$ cat config.mk
export PLATFORM = sky130hd
export DESIGN_NAME = sensor_frame_scan_max_tracker_unit
export DESIGN_NICKNAME = d
export VERILOG_FILES = /design/src/rtl/sfsmt_pkg.sv /design/src/rtl/sfsmt_decode.sv /design/src/rtl/sfsmt_table.sv /design/src/rtl/sensor_frame_scan_max_tracker_unit.sv
export VERILOG_INCLUDE_DIRS = /design/src /design/src/rtl
export SDC_FILE = /design/constraint.sdc
export NUM_CORES = 1
export LEC_CHECK = 0
export BUFFER_PORTS_ARGS = -buffer_cell sky130_fd_sc_hd__buf_2
export CORE_MARGIN = 3
export CORE_UTILIZATION = 45
export CTS_BUF_LIST = sky130_fd_sc_hd__clkbuf_4 sky130_fd_sc_hd__clkbuf_8
export CTS_CLUSTER_SIZE = 25
export DETAILED_ROUTE_END_ITERATION = 10
export PLACE_DENSITY = 0.58
export SYNTH_ARGS = -nofsm -noshare
export SYNTH_HDL_FRONTEND = slang
export SYNTH_SLANG_ARGS = --single-unit
$ cat constraint.sdc
create_clock -name clock -period 28.6 [get_ports clock]
set_input_delay 1.43 -clock clock [delete_from_list [all_inputs] [get_ports clock]]
set_output_delay 1.43 -clock clock [all_outputs]
set_load 0.02 [all_outputs]
$ cat src/rtl/sensor_frame_scan_max_tracker_unit_macros.svh
// Assertion macros for the scan max tracker.
`ifndef SENSOR_FRAME_SCAN_MAX_TRACKER_UNIT_MACROS_SVH
`define SENSOR_FRAME_SCAN_MAX_TRACKER_UNIT_MACROS_SVH

`ifndef SYNTHESIS

// Check on clock, disabled in reset.
`define SFSMT_ASSERT(label, prop) \
   label: assert property (@(posedge clock) disable iff (reset) (prop)) \
      else $error("sfsmt assertion failed");

// Check with an explicit clock and reset.
`define SFSMT_ASSERT_CR(label, clk, rst, prop) \
   label: assert property (@(posedge clk) disable iff (rst) (prop)) \
      else $error("sfsmt assertion failed");

`else

`define SFSMT_ASSERT(label, prop)
`define SFSMT_ASSERT_CR(label, clk, rst, prop)

`endif

`endif

$ cat src/rtl/sfsmt_pkg.sv
`default_nettype none

package sfsmt_pkg;

   localparam int unsigned ID_STRIDE    = 10;
   localparam int unsigned GROUP_BOARDS = 7;
   localparam int unsigned GROUP_WIDTH  = 56;

   // fixed-point reciprocal of ID_STRIDE: floor(x/10) = (x * 0xCCCD) >> 19
   localparam logic [15:0] DIV10_MULT  = 16'hCCCD;
   localparam int unsigned DIV10_SHIFT = 19;

   // result status codes
   localparam logic [2:0] STAT_STORED    = 3'd0;
   localparam logic [2:0] STAT_SAFE      = 3'd1;
   localparam logic [2:0] STAT_IGNORED   = 3'd2;
   localparam logic [2:0] STAT_OVER_TEMP = 3'd3;
   localparam logic [2:0] STAT_GROUP     = 3'd4;

   // item modes
   localparam logic MODE_FRAME = 1'b0;
   localparam logic MODE_GROUP = 1'b1;

   // register indexes
   localparam logic [2:0] CSR_SENSOR_ID_BASE  = 3'd0;
   localparam logic [2:0] CSR_SAFE_STATE_ID   = 3'd1;
   localparam logic [2:0] CSR_SCAN_TARGET     = 3'd2;
   localparam logic [2:0] CSR_OVER_TEMP_ON    = 3'd3;
   localparam logic [2:0] CSR_OVER_TEMP_LIMIT = 3'd4;

   typedef struct packed {
      logic        mode;
      logic [10:0] frame_id;
      logic [7:0]  payload_byte;
      logic [3:0]  group_index;
   } req_type;

   typedef struct packed {
      logic [2:0]             status;
      logic                   scan_complete;
      logic [7:0]             max_reading;
      logic [7:0]             safe_state_value;
      logic [GROUP_WIDTH-1:0] group_readings;
   } rsp_type;

   // decoded sensor id, board and sensor zero-based
   typedef struct packed {
      logic       valid;
      logic [3:0] board;
      logic [3:0] sensor;
   } decode_type;

endpackage

`default_nettype wire

$ cat src/rtl/sfsmt_decode.sv
`default_nettype none

module sfsmt_decode
   import sfsmt_pkg::*;
#(
   parameter int BOARDS            = 7,
   parameter int SENSORS_PER_BOARD = 9
) (
   input  wire logic [10:0] frame_id,
   input  wire logic [10:0] sensor_id_base,
   output decode_type       dec
);

   logic        above_base;
   logic [10:0] diff;
   logic [26:0] prod;
   logic [7:0]  board_num;
   logic [10:0] board_x10;
   logic [10:0] rem_wide;
   logic [3:0]  sensor_num;

   always_comb begin
      above_base = frame_id >= sensor_id_base;
      diff       = frame_id - sensor_id_base;
      prod       = 27'(diff) * 27'(DIV10_MULT);
      board_num  = 8'(prod >> DIV10_SHIFT);
      board_x10  = 11'(board_num) * 11'(ID_STRIDE);
      rem_wide   = diff - board_x10;
      sensor_num = rem_wide[3:0];

      dec.valid  = above_base &&
                   (board_num >= 8'd1) && (board_num <= 8'(BOARDS)) &&
                   (sensor_num >= 4'd1) && (sensor_num <= 4'(SENSORS_PER_BOARD));
      dec.board  = 4'(board_num - 8'd1);
      dec.sensor = sensor_num - 4'd1;
   end

endmodule

`default_nettype wire

$ cat src/rtl/sfsmt_table.sv
`default_nettype none

module sfsmt_table
   import sfsmt_pkg::*;
#(
   parameter int BOARDS            = 7,
   parameter int SENSORS_PER_BOARD = 9
) (
   input  wire logic                   clock,
   input  wire logic                   reset,
   input  wire logic                   wr_en,
   input  wire logic [3:0]             wr_board,
   input  wire logic [3:0]             wr_sensor,
   input  wire logic [7:0]             wr_data,
   input  wire logic [3:0]             rd_index,
   output      logic [GROUP_WIDTH-1:0] rd_group
);

   localparam int BW = (BOARDS > 1) ? $clog2(BOARDS) : 1;
   localparam int SW = (SENSORS_PER_BOARD > 1) ? $clog2(SENSORS_PER_BOARD) : 1;
   localparam int RD_BOARDS = (BOARDS < GROUP_BOARDS) ? BOARDS : GROUP_BOARDS;

   logic [7:0] readings_ff [BOARDS][SENSORS_PER_BOARD];

   always_ff @(posedge clock) begin
      if (reset) begin
         for (int b = 0; b < BOARDS; b++) begin
            for (int s = 0; s < SENSORS_PER_BOARD; s++) begin
               readings_ff[b][s] <= 8'd0;
            end
         end
      end else if (wr_en) begin
         readings_ff[wr_board[BW-1:0]][wr_sensor[SW-1:0]] <= wr_data;
      end
   end

   // one column across the boards; absent boards and bad index read zero
   always_comb begin
      rd_group = '0;
      if (rd_index < 4'(SENSORS_PER_BOARD)) begin
         for (int b = 0; b < RD_BOARDS; b++) begin
            rd_group[8*b +: 8] = readings_ff[b][rd_index[SW-1:0]];
         end
      end
   end

endmodule

`default_nettype wire

$ cat src/rtl/sensor_frame_scan_max_tracker_unit.sv
// The start transfer is registered in the input register, then the result register drives rsp_strobe.
// Throughput: one item per cycle; busy is held low, start may be high every cycle.
// Each item yields exactly one result, shown for one cycle; the receiver cannot stall.
// Reset (synchronous): config to defaults, reading table, seen map, counters
// and latched bytes cleared, no item in flight.
`default_nettype none
`include "sensor_frame_scan_max_tracker_unit_macros.svh"

module sensor_frame_scan_max_tracker_unit
   import sfsmt_pkg::*;
#(
   parameter int BOARDS            = 7,
   parameter int SENSORS_PER_BOARD = 9
) (
   input  wire logic        clock,
   input  wire logic        reset,
   // command channel
   input  wire logic        start,
   output      logic        busy,
   input  wire req_type     req_data,
   // result channel
   output      logic        rsp_strobe,
   output      rsp_type     rsp_data,
   // register write port
   input  wire logic        csr_we,
   input  wire logic [2:0]  csr_index,
   input  wire logic [10:0] csr_wdata
);

   localparam int BW = (BOARDS > 1) ? $clog2(BOARDS) : 1;
   localparam int SW = (SENSORS_PER_BOARD > 1) ? $clog2(SENSORS_PER_BOARD) : 1;

   // ---------------------------------------------------------------
   // Configuration registers
   // ---------------------------------------------------------------
   logic [10:0] id_base_ff;
   logic [10:0] safe_id_ff;
   logic [5:0]  target_ff;
   logic        ot_on_ff;
   logic [7:0]  ot_limit_ff;

   always_ff @(posedge clock) begin
      if (reset) begin
         id_base_ff  <= 11'd512;
         safe_id_ff  <= 11'd1;
         target_ff   <= 6'd63;
         ot_on_ff    <= 1'b0;
         ot_limit_ff <= 8'd255;
      end else if (csr_we) begin
         unique case (csr_index)
            CSR_SENSOR_ID_BASE:  id_base_ff  <= csr_wdata;
            CSR_SAFE_STATE_ID:   safe_id_ff  <= csr_wdata;
            CSR_SCAN_TARGET:     target_ff   <= csr_wdata[5:0];
            CSR_OVER_TEMP_ON:    ot_on_ff    <= csr_wdata[0];
            CSR_OVER_TEMP_LIMIT: ot_limit_ff <= csr_wdata[7:0];
            default: ;  // unmapped index, write dropped
         endcase
      end
   end

   // ---------------------------------------------------------------
   // Input register: every start transfer lands here
   // ---------------------------------------------------------------
   logic    req_valid_ff;
   req_type req_ff;

   assign busy = 1'b0;

   always_ff @(posedge clock) begin
      if (reset) begin
         req_valid_ff <= 1'b0;
      end else begin
         req_valid_ff <= start && !busy;
      end
   end

   always_ff @(posedge clock) begin
      if (start && !busy) begin
         req_ff <= req_data;
      end
   end

   // ---------------------------------------------------------------
   // Id decode and reading table
   // ---------------------------------------------------------------
   decode_type             dec;
   logic [GROUP_WIDTH-1:0] group_rd;
   logic                   tbl_wr;

   sfsmt_decode #(
      .BOARDS            (BOARDS),
      .SENSORS_PER_BOARD (SENSORS_PER_BOARD)
   ) u_decode (
      .frame_id       (req_ff.frame_id),
      .sensor_id_base (id_base_ff),
      .dec            (dec)
   );

   sfsmt_table #(
      .BOARDS            (BOARDS),
      .SENSORS_PER_BOARD (SENSORS_PER_BOARD)
   ) u_table (
      .clock     (clock),
      .reset     (reset),
      .wr_en     (tbl_wr),
      .wr_board  (dec.board),
      .wr_sensor (dec.sensor),
      .wr_data   (req_ff.payload_byte),
      .rd_index  (req_ff.group_index),
      .rd_group  (group_rd)
   );

   // ---------------------------------------------------------------
   // Scan state
   // ---------------------------------------------------------------
   logic       seen_ff [BOARDS][SENSORS_PER_BOARD];
   logic [5:0] count_ff, count_in;
   logic [7:0] scan_max_ff, scan_max_in;
   logic [7:0] latched_ff, latched_in;
   logic [7:0] safe_ff, safe_in;
   logic       seen_set, seen_clear;
   logic       done;
   logic [2:0] status;
   logic [7:0] max_next;
   logic [5:0] count_next;
   logic       was_seen;

   always_comb begin
      was_seen    = seen_ff[dec.board[BW-1:0]][dec.sensor[SW-1:0]];
      max_next    = (req_ff.payload_byte > scan_max_ff) ? req_ff.payload_byte : scan_max_ff;
      count_next  = was_seen ? count_ff : count_ff + 6'd1;

      count_in    = count_ff;
      scan_max_in = scan_max_ff;
      latched_in  = latched_ff;
      safe_in     = safe_ff;
      seen_set    = 1'b0;
      seen_clear  = 1'b0;
      tbl_wr      = 1'b0;
      done        = 1'b0;
      status      = STAT_IGNORED;

      if (req_valid_ff) begin
         priority if (req_ff.mode == MODE_GROUP) begin
            status = STAT_GROUP;
         end else if (req_ff.frame_id == safe_id_ff) begin
            // safe-state id wins over a sensor decode
            safe_in = req_ff.payload_byte;
            status  = STAT_SAFE;
         end else if (!dec.valid) begin
            status = STAT_IGNORED;
         end else if (ot_on_ff && (req_ff.payload_byte >= ot_limit_ff)) begin
            status = STAT_OVER_TEMP;
         end else begin
            status = STAT_STORED;
            tbl_wr = 1'b1;
            // count >= target also catches a target lowered mid-scan
            if (count_next >= target_ff) begin
               done        = 1'b1;
               latched_in  = max_next;
               count_in    = 6'd0;
               scan_max_in = 8'd0;
               seen_clear  = 1'b1;
            end else begin
               count_in    = count_next;
               scan_max_in = max_next;
               seen_set    = 1'b1;
            end
         end
      end
   end

   always_ff @(posedge clock) begin
      if (reset) begin
         count_ff    <= 6'd0;
         scan_max_ff <= 8'd0;
         latched_ff  <= 8'd0;
         safe_ff     <= 8'd0;
      end else begin
         count_ff    <= count_in;
         scan_max_ff <= scan_max_in;
         latched_ff  <= latched_in;
         safe_ff     <= safe_in;
      end
   end

   always_ff @(posedge clock) begin
      if (reset || seen_clear) begin
         for (int b = 0; b < BOARDS; b++) begin
            for (int s = 0; s < SENSORS_PER_BOARD; s++) begin
               seen_ff[b][s] <= 1'b0;
            end
         end
      end else if (seen_set) begin
         seen_ff[dec.board[BW-1:0]][dec.sensor[SW-1:0]] <= 1'b1;
      end
   end

   // ---------------------------------------------------------------
   // Result register: one-cycle strobe
   // ---------------------------------------------------------------
   logic    rsp_valid_ff;
   rsp_type rsp_ff, rsp_in;

   always_comb begin
      rsp_in.status           = status;
      rsp_in.scan_complete    = done;
      rsp_in.max_reading      = latched_in;
      rsp_in.safe_state_value = safe_in;
      rsp_in.group_readings   = (status == STAT_GROUP) ? group_rd : '0;
   end

   always_ff @(posedge clock) begin
      if (reset) begin
         rsp_valid_ff <= 1'b0;
      end else begin
         rsp_valid_ff <= req_valid_ff;
      end
   end

   always_ff @(posedge clock) begin
      if (req_valid_ff) begin
         rsp_ff <= rsp_in;
      end
   end

   assign rsp_strobe = rsp_valid_ff;
   assign rsp_data   = rsp_ff;

   // ---------------------------------------------------------------
   // Assertions
   // ---------------------------------------------------------------
   `SFSMT_ASSERT(a_rsp_follows_req, req_valid_ff |=> rsp_valid_ff)
   `SFSMT_ASSERT(a_rsp_has_req, rsp_valid_ff |-> $past(req_valid_ff))
   `SFSMT_ASSERT(a_done_is_stored, (rsp_valid_ff && rsp_ff.scan_complete) |-> (rsp_ff.status == STAT_STORED))
   `SFSMT_ASSERT(a_done_restarts, (rsp_valid_ff && rsp_ff.scan_complete) |-> (count_ff == 6'd0 && scan_max_ff == 8'd0))
   `SFSMT_ASSERT(a_group_only, (rsp_valid_ff && rsp_ff.status != STAT_GROUP) |-> (rsp_ff.group_readings == '0))

endmodule

`default_nettype wire

==> qor.yml, run 1 <==
outcome: "complete, no violations"
io_buffers: 118
drc_errors: 0
routed_via_density: 5.76
synthesis.nets: 3149
start_util_pct: 45.6
clock_path_buffers: 3
cp-end-kind: "flip-flop"
cts.repair.resized: 0
start_kind: "flip-flop"
cap_viol_max_count: 0
syn_to_final_growth_pct: 11.6
coreArea_um2: 77700
setup_viol: 0
cp-startpoint: "req_ff[12]"
ys_types: 89
die_x_um: 287
place_hpwl_um: 70100
period_share_pct: 45.7
worst_pin_slew_ns: 1.35
finalCriticalPeriod_ns: 13.07
synth_ff_type: "edfxtp_1"
ys_seq_area_share_pct: 59.2
rsz0062_at_grt: "no"
r2r_cells: 49
crit_fanout: 63
hold_class: "reg -> reg"
ys_ff_latch: 745
drt-wirelength-per-cell_um: 25.2
drt_pass1_iterations: 8
final_common_cell: "edfxtp_1"
worstReg2RegStart: "req_ff[12]"
worstPathRequired_ns: 29.22
final_cell_mix: "edfxtp_1, nor2_1, nand2_1"
postLayoutCoreUtil_pct: 50.9
cts.sinks: 745
fin_setup_tns_ns: 0
cts_tree: "yes"
max_slew_margin_pct: 9.15
grt_pass1_vias: 24100
ys_warn_count: 0
holdBufCountCts: 0
layout-drive-gt1-share_pct: 17.9
maxSlewViolCount: 0
root_buffer: "clkbuf_8"
max_freq_mhz: 76.5
ant_nets: 0
gr-usage-all-layers_pct: 25.7
syn_avg_cell_area_um2: 12.0
max_stage_delay_ns: 1.01
drt-total-wl_um: 106000
clkTransAtPathRegs_ns: 0.06
gp_congestion: 0.881
clock_skew_ns: 0.0709
gr-total-overflow: 0
clk_latency_ns: 0.79
r2r_setup_slack_ns: 15.53
synth_edf_count: 604
via_count: 24300
grt_max_degree: 115
critPathSlowestCell: "o41a_2"
async_reset_ff_share_pct: 0
syn_area_um2: 35400
first_iter_violations: 2762
cts_buffers: 121
die_y_um: 287
h-tree-depth: 3
nFillCells: 6830
cts_setup_buffers: 0
fp-row-count: 102
r2r_end: "seen_ff[6][1]"
netlist_instances: 2957
die_area_um2: 82100
antenna_found_initial: 1
crit_arrival_ns: 13.69
hold_viol_final: 0
cp_common_cell: "inv_1"
io_pins: 120
worstSetupPathType: "reg -> reg"
cp-endpoint: "seen_ff[6][1]"
grt_pass1_wl_um: 154000
nets: 3267
==> logic make-up after synthesis <==
group | share of synthesized area, %
AND/OR/NAND/NOR | 13.4
flip-flops | 59.2
AO/OA/AOI/OAI | 6.62
buffers and inverters | 3.51
multiplexers | 10.3
adder cells (fa/ha/maj) | 6.12
XOR/XNOR | 0.876
other | 0.0106
==> Yosys cell counts, types with 8 or more instances <==
master / count / area [um^2]
clkbuf_1: 131 / 492
o211ai_1: 19 / 143
nor2b_1: 16 / 100
o21ai_0: 119 / 596
nor3_1: 22 / 110
xnor2_1: 22 / 193
mux2i_1: 76 / 761
a211oi_1: 9 / 67.6
a21o_1: 13 / 97.6
and2_1: 78 / 488
nand4_1: 10 / 62.6
or3_1: 12 / 75.1
edfxtp_1: 604 / 18100
a31o_2: 8 / 70.1
nor4_1: 9 / 56.3
nand3_1: 33 / 165
inv_1: 131 / 492
ha_1: 111 / 1390
mux2_2: 24 / 270
buf_2: 26 / 130
or2_2: 9 / 56.3
a21oi_1: 113 / 566
fa_1: 39 / 781
mux4_2: 116 / 2610
dfxtp_1: 141 / 2820
xor2_1: 9 / 78.8
o21ai_1: 37 / 185
buf_1: 25 / 93.8
nand2_1: 270 / 1010
nor2_1: 601 / 2260
==> per-stage QoR <==
step	cells	area (um^2)	hold slack, ns	setup slack (ns)
2_1_floorplan	2957	35400	0.396	17.31
3_3_place_gp	3992	37100	0.408	15.99
3_5_place_dp	3992	37100	0.424	15.64
4_1_cts	4215	39500	0.438	15.60
5_1_grt	4216	39500	0.454	14.48
6_report	4216	39500	0.436	15.53
==> per-layer routing <==
metal,track usage [%],vias to the layer above,share of wire (%)
met1,33.2,12100,38
met4,11.6,0,4.6
met5,0,-,0
li1,-,10800,-
met2,42.9,1165,49
met3,3.88,216,8.1
==> registers in the layout (all words and copies together), names as in the netlist, 11 cells and up <==
register / flops
req_ff: 24
u_table.readings_ff: 504
seen_ff: 72
safe_id_ff: 11
rsp_data: 76
id_base_ff: 11
==> final cells by class <==
cell class                 count  area (um^2)  share of cell area (%)
timing repair buffer         180         1070                    2.70
sequential                   745        21000                    53.0
clock inverter                41          295                   0.747
clock buffer                 182         2160                    5.46
antenna                        1         2.50                 0.00633
tap                         1040         1300                    3.29
inverter                     134          503                    1.27
multi-input combinational   1893        13300                    33.5
==> worst min-delay path by stage <==
stage / start / to / slack [ns] / depth (start not counted)
floorplan: seen_ff[7][0] / seen_ff[7][0] / 0.40 / 2
global placement: seen_ff[7][0] / seen_ff[7][0] / 0.41 / 2
detailed placement: seen_ff[7][0] / seen_ff[7][0] / 0.42 / 2
CTS: seen_ff[7][0] / seen_ff[7][0] / 0.44 / 2
global route: seen_ff[7][8] / seen_ff[7][8] / 0.45 / 1
finish: seen_ff[7][0] / seen_ff[7][0] / 0.44 / 2
==> critical path: cells and delay by family, from the launching register on <==
family | cells | cell delay, ns
AND/OR/NAND/NOR | 12 | 2.06
buffers and inverters | 11 | 2.15
AO/OA/AOI/OAI | 14 | 3.59
multiplexers | 2 | 0.80
flip-flops | 1 | 0.36
XOR/XNOR | 1 | 0.22
adder cells (fa/ha/maj) | 9 | 3.70
Power of run 1 is left out: the tool's default activity adds up to more than one toggle a clock period on the data nets, which glitch-free logic cannot reach.
==> run 2: changes to the inputs <==
- ABC_AREA: not set -> 1
- PLACE_DENSITY: 0.58 -> 0.6
- clock period: 28.6 -> 10.7 ns (I/O delays scaled with it)
==> run 2 against run 1 <==
- first-iteration DRC count is 19% lower
- die area grew 0.74%
- synthesized cell count up 21%
- final area grew 0.72%
- utilization is 0.20 points higher
- sequential cell count is the same
- non-clock buffer count rose by 1
- count of clock-buffer cells in the layout decreased by 8
- cell count is 14% higher
- area after synthesis up 0.75%
- critical path type unchanged
- largest cell class unchanged
==> qor.yml, run 2 <==
place_ws_ns: 0.189  # -15.45 ns
gp_congestion: 0.846  # -4.0%
max_freq_mhz: 102  # +33%
start_util_pct: 45.8  # +0.19 points
crit_arrival_ns: 10.48  # -3.21 ns
netlist_instances: 3591  # +21%
synthTopCellsByCount: "nor2_1, edfxtp_1, nand2_1, inv_1, o21ai_0"
synthesis.nets: 3783  # +20%
cap_viol_max_count: 0  # unchanged
largest_reg_flops: 504  # unchanged
cp_common_cell: "nand2_1"
place_hpwl_um: 57000  # -19%
synth_top_area_cell: "edfxtp_1"
drc_errors: 0  # unchanged
clock_skew_ns: 0.0377  # -0.0331 ns
finalWorstSetupSlack_ns: 0.866  # -14.67 ns
io_buffers: 118  # unchanged
h-tree-depth: 3  # unchanged
finalCriticalPeriod_ns: 9.83  # -3.23 ns
cts_setup_buffers: 0  # unchanged
start_kind: "flip-flop"
max_stage_delay_ns: 0.60  # -0.41 ns
grt_pass1_wl_um: 145000  # -6.2%
drt-wirelength-per-cell_um: 19.5  # -23%
period_share_pct: 91.9  # +46 points
ys_ff_latch: 745  # unchanged
crit_fanout: 26  # -59%
synth_top_area_share_pct: 50.8  # -0.38 points
fp-row-count: 102  # unchanged
io_pins: 120  # unchanged
synth_edf_count: 604  # unchanged
async_reset_ff_share_pct: 0  # unchanged
outcome: "complete, no violations"
die_area_um2: 82700  # +0.74%
gr-usage-all-layers_pct: 22.5  # -3.2 points
die_x_um: 288  # +0.37%
root_buffer: "clkbuf_8"
drt_pass1_iterations: 8  # unchanged
clk_latency_ns: 0.75  # -0.04 ns
critPathSlowestCell: "fa_1"
fin_setup_tns_ns: 0  # unchanged
worst_pin_slew_ns: 1.21  # -0.142 ns
ys_types: 49  # -45%
grt_pass1_vias: 25100  # +4.3%
drt-total-wl_um: 93800  # -12%
via_count: 25900  # +6.5%
syn_to_final_growth_pct: 11.6  # about the same
worstSetupPathType: "reg -> reg"
routed_via_density: 5.37  # -6.8%
r2r_end: "seen_ff[4][1]"
r2r_cells: 43  # -12%
synth_ff_type: "edfxtp_1"
synthTopCellsByArea: "edfxtp_1, nor2_1, dfxtp_1"
worstPathRequired_ns: 11.35  # -17.87 ns
clock_path_buffers: 3  # unchanged
final_common_cell: "nor2_1"
hold_class: "in -> reg"
ant_nets: 0  # unchanged
r2r_setup_slack_ns: 0.87  # -14.67 ns
nFillCells: 7040  # +3.1%
layout-drive-gt1-share_pct: 12.3  # -5.6 points
maxSlewViolCount: 0  # unchanged
max_slew_margin_pct: 19.0  # +9.8 points
grt_max_degree: 163  # +42%
cts_tree: "yes"
syn_avg_cell_area_um2: 9.94  # -17%
cp-end-kind: "flip-flop"
ys_seq_area_share_pct: 58.7  # -0.44 points
first_iter_violations: 2228  # -19%
regMostFlops: "u_table.readings_ff"
hold_viol_final: 0  # unchanged
cp-endpoint: "seen_ff[4][1]"
gr-total-overflow: 0  # unchanged
worst_hold_slack_ns: 0.0682  # -0.368 ns
syn_area_um2: 35700  # +0.75%
yosysMostFrequentCell: "nor2_1"
final_cell_mix: "nor2_1, edfxtp_1, nand2_1"
coreArea_um2: 78000  # +0.33%
ys_warn_count: 0  # unchanged
clkTransAtPathRegs_ns: 0.06  # about the same
cp-startpoint: "req_ff[14]"
min-delay-start: "csr_wdata[7]"
worstReg2RegStart: "req_ff[14]"
nets: 3872  # +19%
cts.sinks: 745  # unchanged
antenna_found_initial: 1  # unchanged
die_y_um: 288  # +0.37%
setup_viol: 0  # unchanged
cts_buffers: 119  # -1.7%
-- run 2: cell count changes after synthesis, moves of 50 or more --
cell / delta
o21ai_0: +90
o32ai_1: +56
mux4_2: -116
clkbuf_1: +55
nand2_2: +52
nor2_1: +232
and2_1: -74
o211ai_1: +57
nand3_1: +50
nand2_1: +243
inv_1: +144
o221ai_1: +55
-- run 2: area by class of cell --
type	count	area, um^2	area share [%]
sequential	745	21000	52.6
antenna	1	2.50	0.00628
multi-input combinational	2348	12900	32.5
tap	1040	1300	3.27
clock buffer	174	2130	5.34
inverter	285	1080	2.71
clock inverter	44	270	0.678
timing repair buffer	181	1140	2.86
-- run 2: logic make-up after synthesis --
| kind of cell | after synthesis | share of synthesized area, % |
|---|---|---|
| multiplexers | 56 | 1.57 |
| buffers and inverters | 498 | 5.29 |
| flip-flops | 745 | 58.7 |
| XOR/XNOR | 29 | 0.733 |
| AND/OR/NAND/NOR | 1548 | 17.7 |
| adder cells (fa/ha/maj) | 150 | 6.08 |
| AO/OA/AOI/OAI | 564 | 9.91 |
| other | 1 | 0.0105 |
-- run 2: critical path, delay by kind of cell (launching register included) --
family	cells	cell delay, ns
buffers and inverters	9	1.15
flip-flops	1	0.41
adder cells (fa/ha/maj)	9	3.87
AO/OA/AOI/OAI	4	0.87
AND/OR/NAND/NOR	20	2.93
XOR/XNOR	1	0.51
-- run 2: worst min path at each step --
stage                                 to  slack [ns]  cells after the start
after global placement     seen_ff[7][3]        0.42                      2
after global routing       id_base_ff[9]        0.04                      3
after CTS                 ot_limit_ff[7]        0.02                      3
after floorplan            seen_ff[7][0]        0.40                      2
final                     ot_limit_ff[7]        0.07                      3
after detailed placement   seen_ff[7][0]        0.42                      2
-- run 2: through the flow --
stage | std cells | area, um^2 | util, %
after floorplan | 3591 | 35700 | -
after global placement | 4575 | 37100 | 47.6
after detailed placement | 4575 | 37100 | 47.6
after CTS | 4817 | 39800 | 51.0
after global routing | 4818 | 39800 | 51.1
final | 4818 | 39800 | 51.1
-- run 2: repair_timing --
| action | 4_1_cts | 5_1_grt |
|---|---|---|
| hold buffers | 24 | 0 |
| setup endpoints to repair | 0 | 93 |
| hold endpoints to repair | 24 | 0 |
| resized for setup | 0 | 17 |
-- run 2: per-layer routing --
| layer | wire (um) | track usage, % |
|---|---|---|
| met1 | 41500 | 31.4 |
| met2 | 43800 | 36.5 |
| met3 | 6070 | 3.54 |
| met4 | 2370 | 6.59 |
| met5 | 0 | 0 |
Power of run 2 is left out for the same reason.
